### src/rtl/xcrc_pkg.sv
`timescale 1ns / 1ps
`default_nettype none

package xcrc_pkg;

  // Frame geometry: SOH, sequence, complement, payload, CRC high, CRC low.
  localparam int PAYLOAD_BYTES = 128;
  localparam int FRAME_LAST    = PAYLOAD_BYTES + 4;
  localparam int CNT_W         = $clog2(FRAME_LAST + 1);

  localparam logic [CNT_W-1:0] CNT_SEQ    = CNT_W'(1);
  localparam logic [CNT_W-1:0] CNT_CMPL   = CNT_W'(2);
  localparam logic [CNT_W-1:0] CNT_CRC_HI = CNT_W'(PAYLOAD_BYTES + 3);

  // Input actions.
  localparam logic [1:0] ACT_START = 2'd0;
  localparam logic [1:0] ACT_BYTE  = 2'd1;
  localparam logic [1:0] ACT_TICK  = 2'd2;

  // Completion status.
  localparam logic [1:0] DONE_NONE = 2'd0;
  localparam logic [1:0] DONE_OK   = 2'd1;
  localparam logic [1:0] DONE_FAIL = 2'd2;

  // Line characters.
  localparam logic [7:0] CH_SOH = 8'h01;
  localparam logic [7:0] CH_EOT = 8'h04;
  localparam logic [7:0] CH_ACK = 8'h06;
  localparam logic [7:0] CH_NAK = 8'h15;
  localparam logic [7:0] CH_C   = 8'h43;

  localparam logic [15:0] CRC_POLY = 16'h1021;
  localparam logic [15:0] CRC_MSB  = 16'h8000;

  // Register map.
  localparam logic REG_TIMEOUT = 1'b0;
  localparam logic REG_RETRIES = 1'b1;

  localparam logic [15:0] TIMEOUT_RST = 16'd2;
  localparam logic [3:0]  RETRIES_RST = 4'd5;

  typedef struct packed {
    logic [15:0] timeout_ticks;
    logic [3:0]  max_retries;
  } cfg_t;

  typedef struct packed {
    logic       reply_valid;
    logic [7:0] reply_byte;
    logic [1:0] done_status;
  } res_t;

  // CRC-16/XMODEM, one byte at a time, MSB first.
  function automatic logic [15:0] crc_byte(input logic [15:0] crc, input logic [7:0] b);
    logic [15:0] c;
    c = crc ^ {b, 8'h00};
    for (int i = 0; i < 8; i++) begin
      if ((c & CRC_MSB) != 16'h0000) begin
        c = {c[14:0], 1'b0} ^ CRC_POLY;
      end else begin
        c = {c[14:0], 1'b0};
      end
    end
    return c;
  endfunction

endpackage

`default_nettype wire

### src/rtl/xcrc_regs.sv
`timescale 1ns / 1ps
`default_nettype none

module xcrc_regs
  import xcrc_pkg::*;
(
  input  wire logic        clk_i,
  input  wire logic        rst_ni,
  input  wire logic        psel,
  input  wire logic        penable,
  input  wire logic        pwrite,
  input  wire logic [2:0]  paddr,
  input  wire logic [31:0] pwdata,
  output logic [31:0]      prdata,
  output logic             pready,
  output cfg_t             cfg_o
);

  cfg_t cfg_q, cfg_d;
  logic wr_en;
  logic reg_idx;

  assign pready  = 1'b1;
  assign wr_en   = psel & penable & pwrite;
  assign reg_idx = paddr[2];

  always_comb begin
    cfg_d = cfg_q;
    if (wr_en) begin
      unique case (reg_idx)
        REG_TIMEOUT: cfg_d.timeout_ticks = pwdata[15:0];
        REG_RETRIES: cfg_d.max_retries   = pwdata[3:0];
        default:     cfg_d = cfg_q;
      endcase
    end
  end

  always_ff @(posedge clk_i or negedge rst_ni) begin
    if (!rst_ni) begin
      cfg_q.timeout_ticks <= TIMEOUT_RST;
      cfg_q.max_retries   <= RETRIES_RST;
    end else begin
      cfg_q <= cfg_d;
    end
  end

  always_comb begin
    unique case (reg_idx)
      REG_TIMEOUT: prdata = {16'h0000, cfg_q.timeout_ticks};
      REG_RETRIES: prdata = {28'h0000000, cfg_q.max_retries};
      default:     prdata = 32'h0000_0000;
    endcase
  end

  assign cfg_o = cfg_q;

endmodule

`default_nettype wire

### src/rtl/xcrc_frame.sv
`timescale 1ns / 1ps
`default_nettype none

module xcrc_frame
  import xcrc_pkg::*;
(
  input  wire logic       clk_i,
  input  wire logic       rst_ni,
  input  wire logic       en_i,
  input  wire logic [1:0] action_i,
  input  wire logic [7:0] data_byte_i,
  input  wire cfg_t       cfg_i,
  output res_t            res_o
);

  logic             active_q, active_d;
  logic [CNT_W-1:0] cnt_q, cnt_d;
  logic [7:0]       exp_seq_q, exp_seq_d;
  logic [7:0]       seq_q, seq_d;
  logic             hdr_ok_q, hdr_ok_d;
  logic [15:0]      crc_q, crc_d;
  logic [7:0]       crc_hi_q, crc_hi_d;
  logic [15:0]      tick_q, tick_d;
  logic [3:0]       retry_q, retry_d;
  logic [15:0]      tick_inc;

  always_comb begin
    active_d  = active_q;
    cnt_d     = cnt_q;
    exp_seq_d = exp_seq_q;
    seq_d     = seq_q;
    hdr_ok_d  = hdr_ok_q;
    crc_d     = crc_q;
    crc_hi_d  = crc_hi_q;
    tick_d    = tick_q;
    retry_d   = retry_q;
    res_o     = '0;
    tick_inc  = (tick_q != 16'hFFFF) ? tick_q + 16'd1 : tick_q;

    if (action_i == ACT_START) begin
      active_d  = 1'b1;
      cnt_d     = '0;
      exp_seq_d = 8'd1;
      seq_d     = 8'd0;
      hdr_ok_d  = 1'b0;
      crc_d     = 16'h0000;
      crc_hi_d  = 8'd0;
      tick_d    = 16'd0;
      retry_d   = 4'd0;
      res_o.reply_valid = 1'b1;
      res_o.reply_byte  = CH_C;
    end else if (action_i == ACT_BYTE && active_q) begin
      if (cnt_q == '0) begin
        if (data_byte_i == CH_SOH) begin
          cnt_d    = CNT_SEQ;
          crc_d    = 16'h0000;
          hdr_ok_d = 1'b0;
        end else if (data_byte_i == CH_EOT) begin
          res_o.reply_valid = 1'b1;
          res_o.reply_byte  = CH_ACK;
          res_o.done_status = DONE_OK;
          active_d          = 1'b0;
        end else begin
          res_o.reply_valid = 1'b1;
          res_o.reply_byte  = CH_NAK;
        end
      end else if (cnt_q == CNT_SEQ) begin
        seq_d = data_byte_i;
        cnt_d = CNT_CMPL;
      end else if (cnt_q == CNT_CMPL) begin
        hdr_ok_d = (data_byte_i == ~seq_q) && (seq_q == exp_seq_q);
        cnt_d    = cnt_q + CNT_W'(1);
      end else if (cnt_q < CNT_CRC_HI) begin
        crc_d = crc_byte(crc_q, data_byte_i);
        cnt_d = cnt_q + CNT_W'(1);
      end else if (cnt_q == CNT_CRC_HI) begin
        crc_hi_d = data_byte_i;
        cnt_d    = cnt_q + CNT_W'(1);
      end else begin
        res_o.reply_valid = 1'b1;
        if (hdr_ok_q && ({crc_hi_q, data_byte_i} == crc_q)) begin
          res_o.reply_byte = CH_ACK;
          exp_seq_d        = exp_seq_q + 8'd1;
        end else begin
          res_o.reply_byte = CH_NAK;
        end
        cnt_d = '0;
      end
    end else if (action_i == ACT_TICK && active_q) begin
      tick_d = tick_inc;
      if (tick_inc >= cfg_i.timeout_ticks) begin
        res_o.reply_valid = 1'b1;
        res_o.reply_byte  = CH_C;
        tick_d            = 16'd0;
        if (retry_q != 4'hF) begin
          retry_d = retry_q + 4'd1;
        end
        if (retry_q >= cfg_i.max_retries) begin
          res_o.done_status = DONE_FAIL;
          active_d          = 1'b0;
        end
      end
    end
  end

  always_ff @(posedge clk_i or negedge rst_ni) begin
    if (!rst_ni) begin
      active_q  <= 1'b0;
      cnt_q     <= '0;
      exp_seq_q <= 8'd1;
      seq_q     <= 8'd0;
      hdr_ok_q  <= 1'b0;
      crc_q     <= 16'h0000;
      crc_hi_q  <= 8'd0;
      tick_q    <= 16'd0;
      retry_q   <= 4'd0;
    end else if (en_i) begin
      active_q  <= active_d;
      cnt_q     <= cnt_d;
      exp_seq_q <= exp_seq_d;
      seq_q     <= seq_d;
      hdr_ok_q  <= hdr_ok_d;
      crc_q     <= crc_d;
      crc_hi_q  <= crc_hi_d;
      tick_q    <= tick_d;
      retry_q   <= retry_d;
    end
  end

endmodule

`default_nettype wire

### src/rtl/xmodem_crc_receiver_core.sv
`timescale 1ns / 1ps
`default_nettype none

// Channel   | Handshake               | Payload
// ----------+-------------------------+-------------------------------------------
// input     | in_valid_i / in_ready_o | action_i, data_byte_i
// output    | out_valid_o/ out_ready_i| reply_valid_o, reply_byte_o, done_status_o
// config    | psel/penable/pwrite     | paddr, pwdata, prdata (pready tied high)
//
// Each accepted transfer lands in an input register and is then processed by the framing
// logic (including a byte-wide CRC update) once the result register is free or being drained.
// The result register is loaded at the same edge as the framing state, and out_valid_o with it.
// One transfer per cycle is sustained while the output is not stalled; the framing step is combinational.
// Reset clears the session state and loads the register defaults (timeout 2, retries 5).
// A stall on the output holds the result register and the input register in the same cycle;
// in_ready_o then stays high only while the input register is empty.

module xmodem_crc_receiver_core
  import xcrc_pkg::*;
(
  input  wire logic        clk_i,
  input  wire logic        rst_ni,
  input  wire logic        in_valid_i,
  output logic             in_ready_o,
  input  wire logic [1:0]  action_i,
  input  wire logic [7:0]  data_byte_i,
  output logic             out_valid_o,
  input  wire logic        out_ready_i,
  output logic             reply_valid_o,
  output logic [7:0]       reply_byte_o,
  output logic [1:0]       done_status_o,
  input  wire logic        psel,
  input  wire logic        penable,
  input  wire logic        pwrite,
  input  wire logic [2:0]  paddr,
  input  wire logic [31:0] pwdata,
  output logic [31:0]      prdata,
  output logic             pready
);

  cfg_t       cfg;
  res_t       res;
  res_t       res_q;
  logic       out_vld_q;
  logic       in_vld_q;
  logic [1:0] action_q;
  logic [7:0] data_q;
  logic       advance;

  // The processing stage moves whenever it holds a transfer and the result register is free or being drained.
  assign advance    = in_vld_q & (~out_vld_q | out_ready_i);
  assign in_ready_o = ~in_vld_q | advance;

  xcrc_regs u_regs (
    .clk_i   (clk_i),
    .rst_ni  (rst_ni),
    .psel    (psel),
    .penable (penable),
    .pwrite  (pwrite),
    .paddr   (paddr),
    .pwdata  (pwdata),
    .prdata  (prdata),
    .pready  (pready),
    .cfg_o   (cfg)
  );

  xcrc_frame u_frame (
    .clk_i       (clk_i),
    .rst_ni      (rst_ni),
    .en_i        (advance),
    .action_i    (action_q),
    .data_byte_i (data_q),
    .cfg_i       (cfg),
    .res_o       (res)
  );

  // Input register.
  always_ff @(posedge clk_i or negedge rst_ni) begin
    if (!rst_ni) begin
      in_vld_q <= 1'b0;
    end else if (in_ready_o) begin
      in_vld_q <= in_valid_i;
    end
  end

  always_ff @(posedge clk_i) begin
    if (in_valid_i && in_ready_o) begin
      action_q <= action_i;
      data_q   <= data_byte_i;
    end
  end

  // Result register.
  always_ff @(posedge clk_i or negedge rst_ni) begin
    if (!rst_ni) begin
      out_vld_q <= 1'b0;
    end else if (advance) begin
      out_vld_q <= 1'b1;
    end else if (out_ready_i) begin
      out_vld_q <= 1'b0;
    end
  end

  always_ff @(posedge clk_i) begin
    if (advance) begin
      res_q <= res;
    end
  end

  assign out_valid_o   = out_vld_q;
  assign reply_valid_o = res_q.reply_valid;
  assign reply_byte_o  = res_q.reply_byte;
  assign done_status_o = res_q.done_status;

endmodule

`default_nettype wire

### config.mk
export PLATFORM = sky130hd
export DESIGN_NAME = xmodem_crc_receiver_core
export DESIGN_NICKNAME = d
export VERILOG_FILES = /design/src/rtl/xcrc_pkg.sv /design/src/rtl/xcrc_regs.sv /design/src/rtl/xcrc_frame.sv /design/src/rtl/xmodem_crc_receiver_core.sv
export SDC_FILE = /design/constraint.sdc
export NUM_CORES = 1
export LEC_CHECK = 0
export ABC_CLOCK_PERIOD_IN_PS = 10540
export BUFFER_PORTS_ARGS = -buffer_cell sky130_fd_sc_hd__clkbuf_2
export CORE_MARGIN = 1.5
export CORE_UTILIZATION = 62
export CTS_CLUSTER_DIAMETER = 100
export DETAILED_ROUTE_END_ITERATION = 8
export GPL_ROUTABILITY_DRIVEN = 0
export PLACE_DENSITY = 0.86
export SLEW_MARGIN = 20
export SYNTH_ARGS = -nofsm -noshare
export SYNTH_HDL_FRONTEND = slang
export SYNTH_SLANG_ARGS = --single-unit
### constraint.sdc
create_clock -name clk_i -period 10.54 [get_ports clk_i]
set_input_delay 2.108 -clock clk_i [delete_from_list [all_inputs] [get_ports clk_i]]
set_output_delay 2.108 -clock clk_i [all_outputs]
set_load 0.01 [all_outputs]
# ---- Yosys cells after proc, flatten, opt, wreduce, memory -nomap -nowiden
# Index checks and enable logic that the tools add are counted.
dict set report classes {
  n_reduce_logical 31
  bitwise 18
  addsub 4
  mux 125
  n_lt_le_gt_ge 3
  n_eq_ne 24
}
# operator count
set ops {}
lappend ops {{$mux W16} 54}
lappend ops {{$mux W8} 27}
lappend ops {{$mux W13} 8}
lappend ops {{$pmux W32 S2} 1}
lappend ops {{$mux W9} 5}
lappend ops {{$mux W11} 4}
lappend ops {{$not A3 Y3} 8}
lappend ops {{$mux W4} 5}
lappend ops {{$mux W1} 17}
lappend ops {{$add A16 B1 Y16 const B} 1}
lappend ops {{$add A8 B1 Y8 const B} 2}
lappend ops {{$eq A16 B16 Y1} 1}
lappend ops {{$eq A8 B1 Y1 const B} 2}
lappend ops {{$eq A8 B8 Y1} 2}
lappend ops {{$ge A16 B16 Y1} 1}
lappend ops {{$ne A16 B16 Y1 const B} 1}
lappend ops {{$reduce_bool A2 Y1} 8}
lappend ops {{$xor A16 B16 Y16} 1}
lappend ops {{$reduce_bool A3 Y1} 5}
lappend ops {{$reduce_and A7 Y1} 2}
lappend ops {{$ne A2 B1 Y1 const B} 6}
lappend ops {{$ne A3 B2 Y1 const B} 4}
lappend ops {{$mux W5} 2}
lappend ops {{$reduce_and A5 Y1} 2}
lappend ops {{other kinds (23)} 36}
dict set report word_totals {
  output_inout_bits 46
  regBits 113
}

# ---- Logic depth before layout (Yosys ltp)
# Gate-level depths: netlist of the first run.
dict set report logic_depth {
  depth_word 65
  depth_mapped 16
}

# ---- Modules after synthesis
# A second synthesis of the first run with hierarchy kept.
dict set report hier_totals {
  cells_unflattened 666
  area_unflattened_um2 6633.9
}
# mod cells_each area_per_inst_um2 seq_area_each_um2 instances
set by_module_without_submodules {}
lappend by_module_without_submodules {xcrc_frame 557 4820.9 1752.9 1}
lappend by_module_without_submodules {xcrc_regs 80 1078.5 504.2 1}
lappend by_module_without_submodules {xmodem_crc_receiver_core 29 734.5 680.7 1}

# ---- Worst setup path before layout of the first run
# OpenSTA, ideal clock, no wires.
dict set report synth_timing {
  path_kind {input to output}
  start {input paddr[2]}
  end {output prdata[10]}
  stages 3
  setup_slack_ns 5.671
  t_required_ns 8.432
  arrival_ns 2.761
  cell_sequence {clkbuf_1 > clkbuf_1 > nor2_1}
}
dict set report synth_between {
  elab_chain_len 2
}
# element line_no
set synth_lines {}
lappend synth_lines {{start: declaration} xmodem_crc_receiver_core.sv:35} ;# input wire logic [2:0] paddr,
lappend synth_lines {{$not A1 Y1 (no line)} n/a}
lappend synth_lines {{$pmux W32 S2 (*)} xcrc_regs.sv:48} ;# unique case (reg_idx)
lappend synth_lines {{end: declaration} xmodem_crc_receiver_core.sv:37} ;# output logic [31:0] prdata,
# Mark *: on every way between the ends. The rest lies on a longest branch, timed or not. The select of a mux whose other input is x is not followed.

# ---- Final worst setup path of the first run
dict set report layout_timing {
  start {input paddr[2]}
  end {output prdata[0]}
}
# The elaborated chain is that of the path after synthesis.

==> flow_summary.toml, run 1 <==
[synthesis]
synth.cell_area_um2 = 6530
synth_area_per_cell_um2 = 9.26
number_of_enable_flip_flop_cells_after_synthesis = 18
number_of_library_cell_types_mapped_by_synthesis = 59
most_common_flop_cell_mapped_by_yosys = "dfrtp_1"
asyncSetResetFlopFracSynth = 0.836
postSynthRegisterBits = 110
yosys_warnings = 0
netlist_instances = 705
synth.yosys.seq_area_share = 0.436

[power]
p_leak_nw = 3.19
vdd_ir_drop_max_mv = 0.0900
cellPowerDensity_nw_per_um2 = 196
totalPowerFinal_mw = 1.37

[place]
hpwl_mm = 10.5
portBuffers = 59
placed_cells_incl_taps = 875

[finish]
area_growth_pct = 7.17
diodes = 0
final_layout_size_suffix_gt1_frac = 0.163
post_layout_nets = 829
layout.cells.non_filler = 891
mostFrequentLayoutCell = "nand2_1"
mostFrequentLayoutCells = "nand2_1 (112), dfrtp_1 (88), clkbuf_2 (58), nor2_1 (50), o21ai_0 (44)"

[hold_path]
worstHoldPathType = "register to register"
hold-path-cell-count = 2

[cts]
clkTransAtPathRegs_ns = 0.09
ctsRootBufferMaster = "clkbuf_8"
htree_levels = 3
tritoncts.num_buffers = 9
worstSkewPairLatency_ns = 0.38
cts_hold_bufs = 0
numClockSinks = 110
resized_cells_post_cts = 0
tritoncts = "done"
post-cts-setup-buffers = 0
clockBufferDepth = 2

[detailed_routing]
route.detailed.wl_per_inst_um = 16.6
routed_wl_mm = 14.7
antenna_violating_nets_post_route = 0
drt-vias-per-instance = 5.96
drc = 0
detailedRoute.firstIterationViolations = 518
total_vias_in_the_final_route = 5312
firstDrtPassIters = 5

[sta]
rsz0062_at_grt = "no"
skew_ns = 0.0129
final_min_period_over_clock_period = 0.481
max_freq_mhz = 197
final-max-slew-violation-count = 0
fin_worst_hold_slack_ns = 0.486
finalWorstPathRequiredPeriod_ns = 5.07
finalSetupTns_ns = 0
slew_headroom = 0.284
tightestPinTransition_ns = 1.07
report.final.setup_viol = 0
finalHoldViolCount = 0

[global_routing]
grt_usage = 0.276
via_count_of_the_first_global_routing_pass = 5158
grt_antenna_before_repair = 0
grt_remaining_overflow = 0
grt_first_pass_wirelength_mm = 24.4
maximum_number_of_pins_on_one_net_before_global_route_repair = 85

[outcome]
status = "complete, no violations"

[worst_setup_path]
start_kind = "input pin"
criticalPathCategory = "input pin to output pin"
cp_max_fo = 21
critical_path.endpoint_type = "output pin"
critical_path_required_ns = 8.43
timing.reg2reg.setup_slack_ns = 6.14
timing.reg2reg.worst_path_depth = 15
critPathArrivalTime_ns = 2.96

[die]
start_util = 0.635
coreArea_um2 = 10300
number_of_placed_i_o_pins = 98
die_wd_um = 106
die_area_um2 = 11100
die_h_um = 106
fp-row-count = 37

[job]
max-cap-violations = 0
registers in the layout (all words and copies together), names as in the netlist:
register	cells
u_frame.crc_q	16
u_frame.hdr_ok_q	1
u_frame.active_q	1
u_frame.cnt_q	8
data_q	8
u_frame.tick_q	16
u_regs.cfg_o	20
done_status_o	2
u_frame.exp_seq_q	8
in_vld_q	1
u_frame.seq_q	8
u_frame.retry_q	4
out_valid_o	1
reply_byte_o	5
action_q	2
reply_valid_o	1
u_frame.crc_hi_q	8
stage by stage:
step                setup slack [ns]  instance area [um^2]  utilization
detailed placement              5.47                  6790        0.660
floorplan                       5.67                  6590            -
finish                          5.47                  6990        0.680
CTS                             5.47                  6980        0.679
global placement                5.48                  6790        0.660
global route                    5.43                  6990        0.680
cell usage after synthesis, types with 9 or more instances:
library cell    n  area (um^2)
xnor2_1        31          272
inv_1          29          109
o21ai_1         9         45.0
nand2_1       112          420
xor2_1         24          210
clkbuf_1       15         56.3
nor2_1         50          188
nand3_1        24          120
buf_4          20          150
a21oi_1        37          185
o21ai_0        44          220
nand4_1        12         75.1
nor3_1         10         50.1
ha_1           27          338
o31ai_1        20          150
mux2_2         22          248
edfxtp_1       18          541
dfrtp_1        88         2200
report_power, final:
group | switching, mW | total, mW | leakage [nW] | internal, mW
Clock | 0.141 | 0.257 | 0.0903 | 0.116
Combinational | 0.281 | 0.494 | 1.74 | 0.213
Sequential | 0.0973 | 0.622 | 1.36 | 0.524
Total | 0.519 | 1.37 | 3.19 | 0.853
layer usage:
layer	share of wire	GRT usage	wire (um)
met1	0.42	0.361	6140
met2	0.50	0.459	7350
met3	0.065	0.0458	959
met4	0.020	0.110	299
met5	0	0	0
worst paths after layout:
path,from,endpoint
setup / recovery,paddr[2],prdata[0]
hold / removal,u_frame.hdr_ok_q,u_frame.hdr_ok_q
setup reg to reg,u_frame.tick_q[0],u_frame.tick_q[8]
hold reg to reg,u_frame.hdr_ok_q,u_frame.hdr_ok_q
max in group asynchronous,rst_ni,u_regs.cfg_o[1]
min in group asynchronous,rst_ni,u_regs.cfg_o[18]
critical path, stage by stage:
cell	delay [ns]
clkbuf_2	0.34
mux2_2	0.38
clkbuf_2	0.13
area by class of cell:
type	count	area, um^2
multi-input combinational	537	3340
fill	803	3280
sequential	110	2850
timing repair buffer	63	332
tap	136	170
clock buffer	12	145
inverter	29	109
clock inverter	4	48.8
logic make-up after synthesis:
family | Yosys count | synth area share
AOI/OAI and AO/OA | 149 | 0.141
xor gates and xnor gates | 55 | 0.0738
and+or+nand+nor | 264 | 0.195
DFF | 110 | 0.436
other | 2 | 0.00115
adders and majority gates | 27 | 0.0518
buffers and inverters | 76 | 0.0633
muxes | 22 | 0.0380
(Power assumes the default switching activity.)
==> run 2: changes to the inputs <==
Settings changed: ABC_CLOCK_PERIOD_IN_PS 10540 to 5300, CORE_UTILIZATION 62 to 58, PLACE_DENSITY 0.86 to 0.81.
Clock period 10.54 ns to 5.3 ns, I/O delays scaled along.
==> run 2 against run 1 <==
Power rose by 96%. Clock power rose by 99%. Worst setup slack got worse by 4.4 ns. Critical path depth rose by 12. Non-clock buffer count fell by 1. First-iteration DRC count fell by 32%. Via count fell by 1.9%. Count of clock-buffer cells in the layout fell by 1.
==> flow_summary.toml, run 2 (synthesized netlist as in run 1, its figures left out) <==
[place]
placed_area_um2 = 6780
place_ws_ns = 1.18
hpwl_mm = 10.2
portBuffers = 59

[cts]
cts_hold_bufs = 0
ctsRootBufferMaster = "clkbuf_8"
worstSkewPairLatency_ns = 0.39
post-cts-setup-buffers = 0
htree_levels = 3
tritoncts.num_buffers = 9
numClockSinks = 110
clockBufferDepth = 2
resized_cells_post_cts = 0
clkTransAtPathRegs_ns = 0.10
tritoncts = "done"

[worst_setup_path]
cp_max_fo = 10
rr_endpoint = "u_frame.tick_q[8]"
r2r_start = "u_frame.tick_q[0]"
critical_path_required_ns = 5.64
timing.reg2reg.setup_slack_ns = 1.05
start_kind = "register"
criticalPathCategory = "register to register"
critPathArrivalTime_ns = 4.59
critical_path.endpoint_type = "register"
timing.reg2reg.worst_path_depth = 15

[power]
p_leak_nw = 3.19
cellPowerDensity_nw_per_um2 = 384
vdd_ir_drop_max_mv = 0.212
totalPowerFinal_mw = 2.68

[detailed_routing]
route.met3.wl_um = 801
route.detailed.wl_per_inst_um = 15.5
firstDrtPassIters = 5
wl_met1_mm = 6.20
highest_layer = "met4"
drt-vias-per-instance = 5.83
antenna_violating_nets_post_route = 0
total_vias_in_the_final_route = 5213
drc = 0
detailedRoute.firstIterationViolations = 350
met2WireLength_mm = 6.55
routed_wl_mm = 13.8

[hold_path]
hold_path_end = "u_frame.hdr_ok_q"
timing.hold.worst.start = "u_frame.hdr_ok_q"
worstHoldPathType = "register to register"
hold-path-cell-count = 2

[sta]
finalHoldViolCount = 0
skew_ns = 0.00822
max_freq_mhz = 235
fin_ws_ns = 1.05
tightestPinTransition_ns = 1.12
final_min_period_over_clock_period = 0.801
fin_worst_hold_slack_ns = 0.478
slew_headroom = 0.254
rsz0062_at_grt = "no"
report.final.setup_viol = 0
final-max-slew-violation-count = 0
finalWorstPathRequiredPeriod_ns = 4.25
finalSetupTns_ns = 0

[finish]
largest_register_ff_count = 20
mostFrequentLayoutCells = "nand2_1 (112), dfrtp_1 (88), clkbuf_2 (58), nor2_1 (50), o21ai_0 (44)"
post_layout_nets = 828
area_growth_pct = 7.04
final_layout_size_suffix_gt1_frac = 0.163
mostFrequentLayoutCell = "nand2_1"
design_area_um2 = 6980
diodes = 0

[die]
coreArea_um2 = 10900
die_h_um = 109
die_area_um2 = 11900
number_of_placed_i_o_pins = 98
start_util = 0.599
fp-row-count = 38
die_wd_um = 109

[global_routing]
grt_remaining_overflow = 0
grt_usage = 0.251
grt_first_pass_wirelength_mm = 23.2
grt_antenna_before_repair = 0
via_count_of_the_first_global_routing_pass = 5043
maximum_number_of_pins_on_one_net_before_global_route_repair = 55

[job]
max-cap-violations = 0

[outcome]
status = "complete, no violations"
## run 2: changes by cell type in the layout (fill, tap and decap cells not counted)
cell	before	now
buf_6	1	0
clkbuf_8	10	9
clkinv_1	1	0
clkinv_2	0	1
clkinv_4	0	2
clkinvlp_4	2	1
## run 2: metal layers
layer | track usage | vias to the layer above
met5 | 0 | -
met4 | 0.104 | 0
met3 | 0.0400 | 24
met2 | 0.398 | 180
met1 | 0.343 | 2513
li1 | - | 2496
## run 2: how the worst max path moves through the flow
stage,from,to,slack [ns],cells past startpoint
6_report,u_frame.tick_q[0],u_frame.tick_q[8],1.05,15
2_1_floorplan,u_frame.tick_q[13],u_frame.tick_q[8],1.85,15
3_3_place_gp,u_frame.tick_q[0],u_frame.tick_q[8],1.25,15
4_1_cts,u_frame.tick_q[0],u_frame.tick_q[8],1.14,15
3_5_place_dp,u_frame.tick_q[0],u_frame.tick_q[8],1.18,15
5_1_grt,u_frame.tick_q[0],u_frame.tick_q[11],0.76,14
## run 2: stage by stage
stage / instances / util
2_1_floorplan: 723 / -
3_3_place_gp: 878 / 0.623
3_5_place_dp: 878 / 0.623
4_1_cts: 894 / 0.641
5_1_grt: 894 / 0.641
6_report: 894 / 0.641
## run 2: critical path, stage by stage, from the launching register on
cell and delay [ns]:
dfrtp_1 0.44, ha_1 0.27, and3_1 0.26, nand4_1 0.16, nor2_1 0.36, nor2_1 0.16
nand2_1 0.14, xnor2_1 0.13, ha_1 0.26, and2_0 0.17, a221o_1 0.29, a21oi_1 0.27
o211ai_1 0.42, or2_2 0.53, nor3b_1 0.23, a21o_1 0.11
## run 2: power by group
group / total, mW / switching, mW / internal [mW] / leakage [nW]
sequential: 1.23 / 0.188 / 1.04 / 1.36
clock: 0.511 / 0.291 / 0.220 / 0.0935
combinational: 0.941 / 0.520 / 0.421 / 1.74
total: 2.68 / 0.999 / 1.68 / 3.19
## run 2: final cells by class
class	instances	area (um^2)
sequential	110	2850
clock inverter	5	60.1
fill	894	3900
clock buffer	11	131
multi-input combinational	537	3340
timing repair buffer	62	320
inverter	29	109
tap	140	175
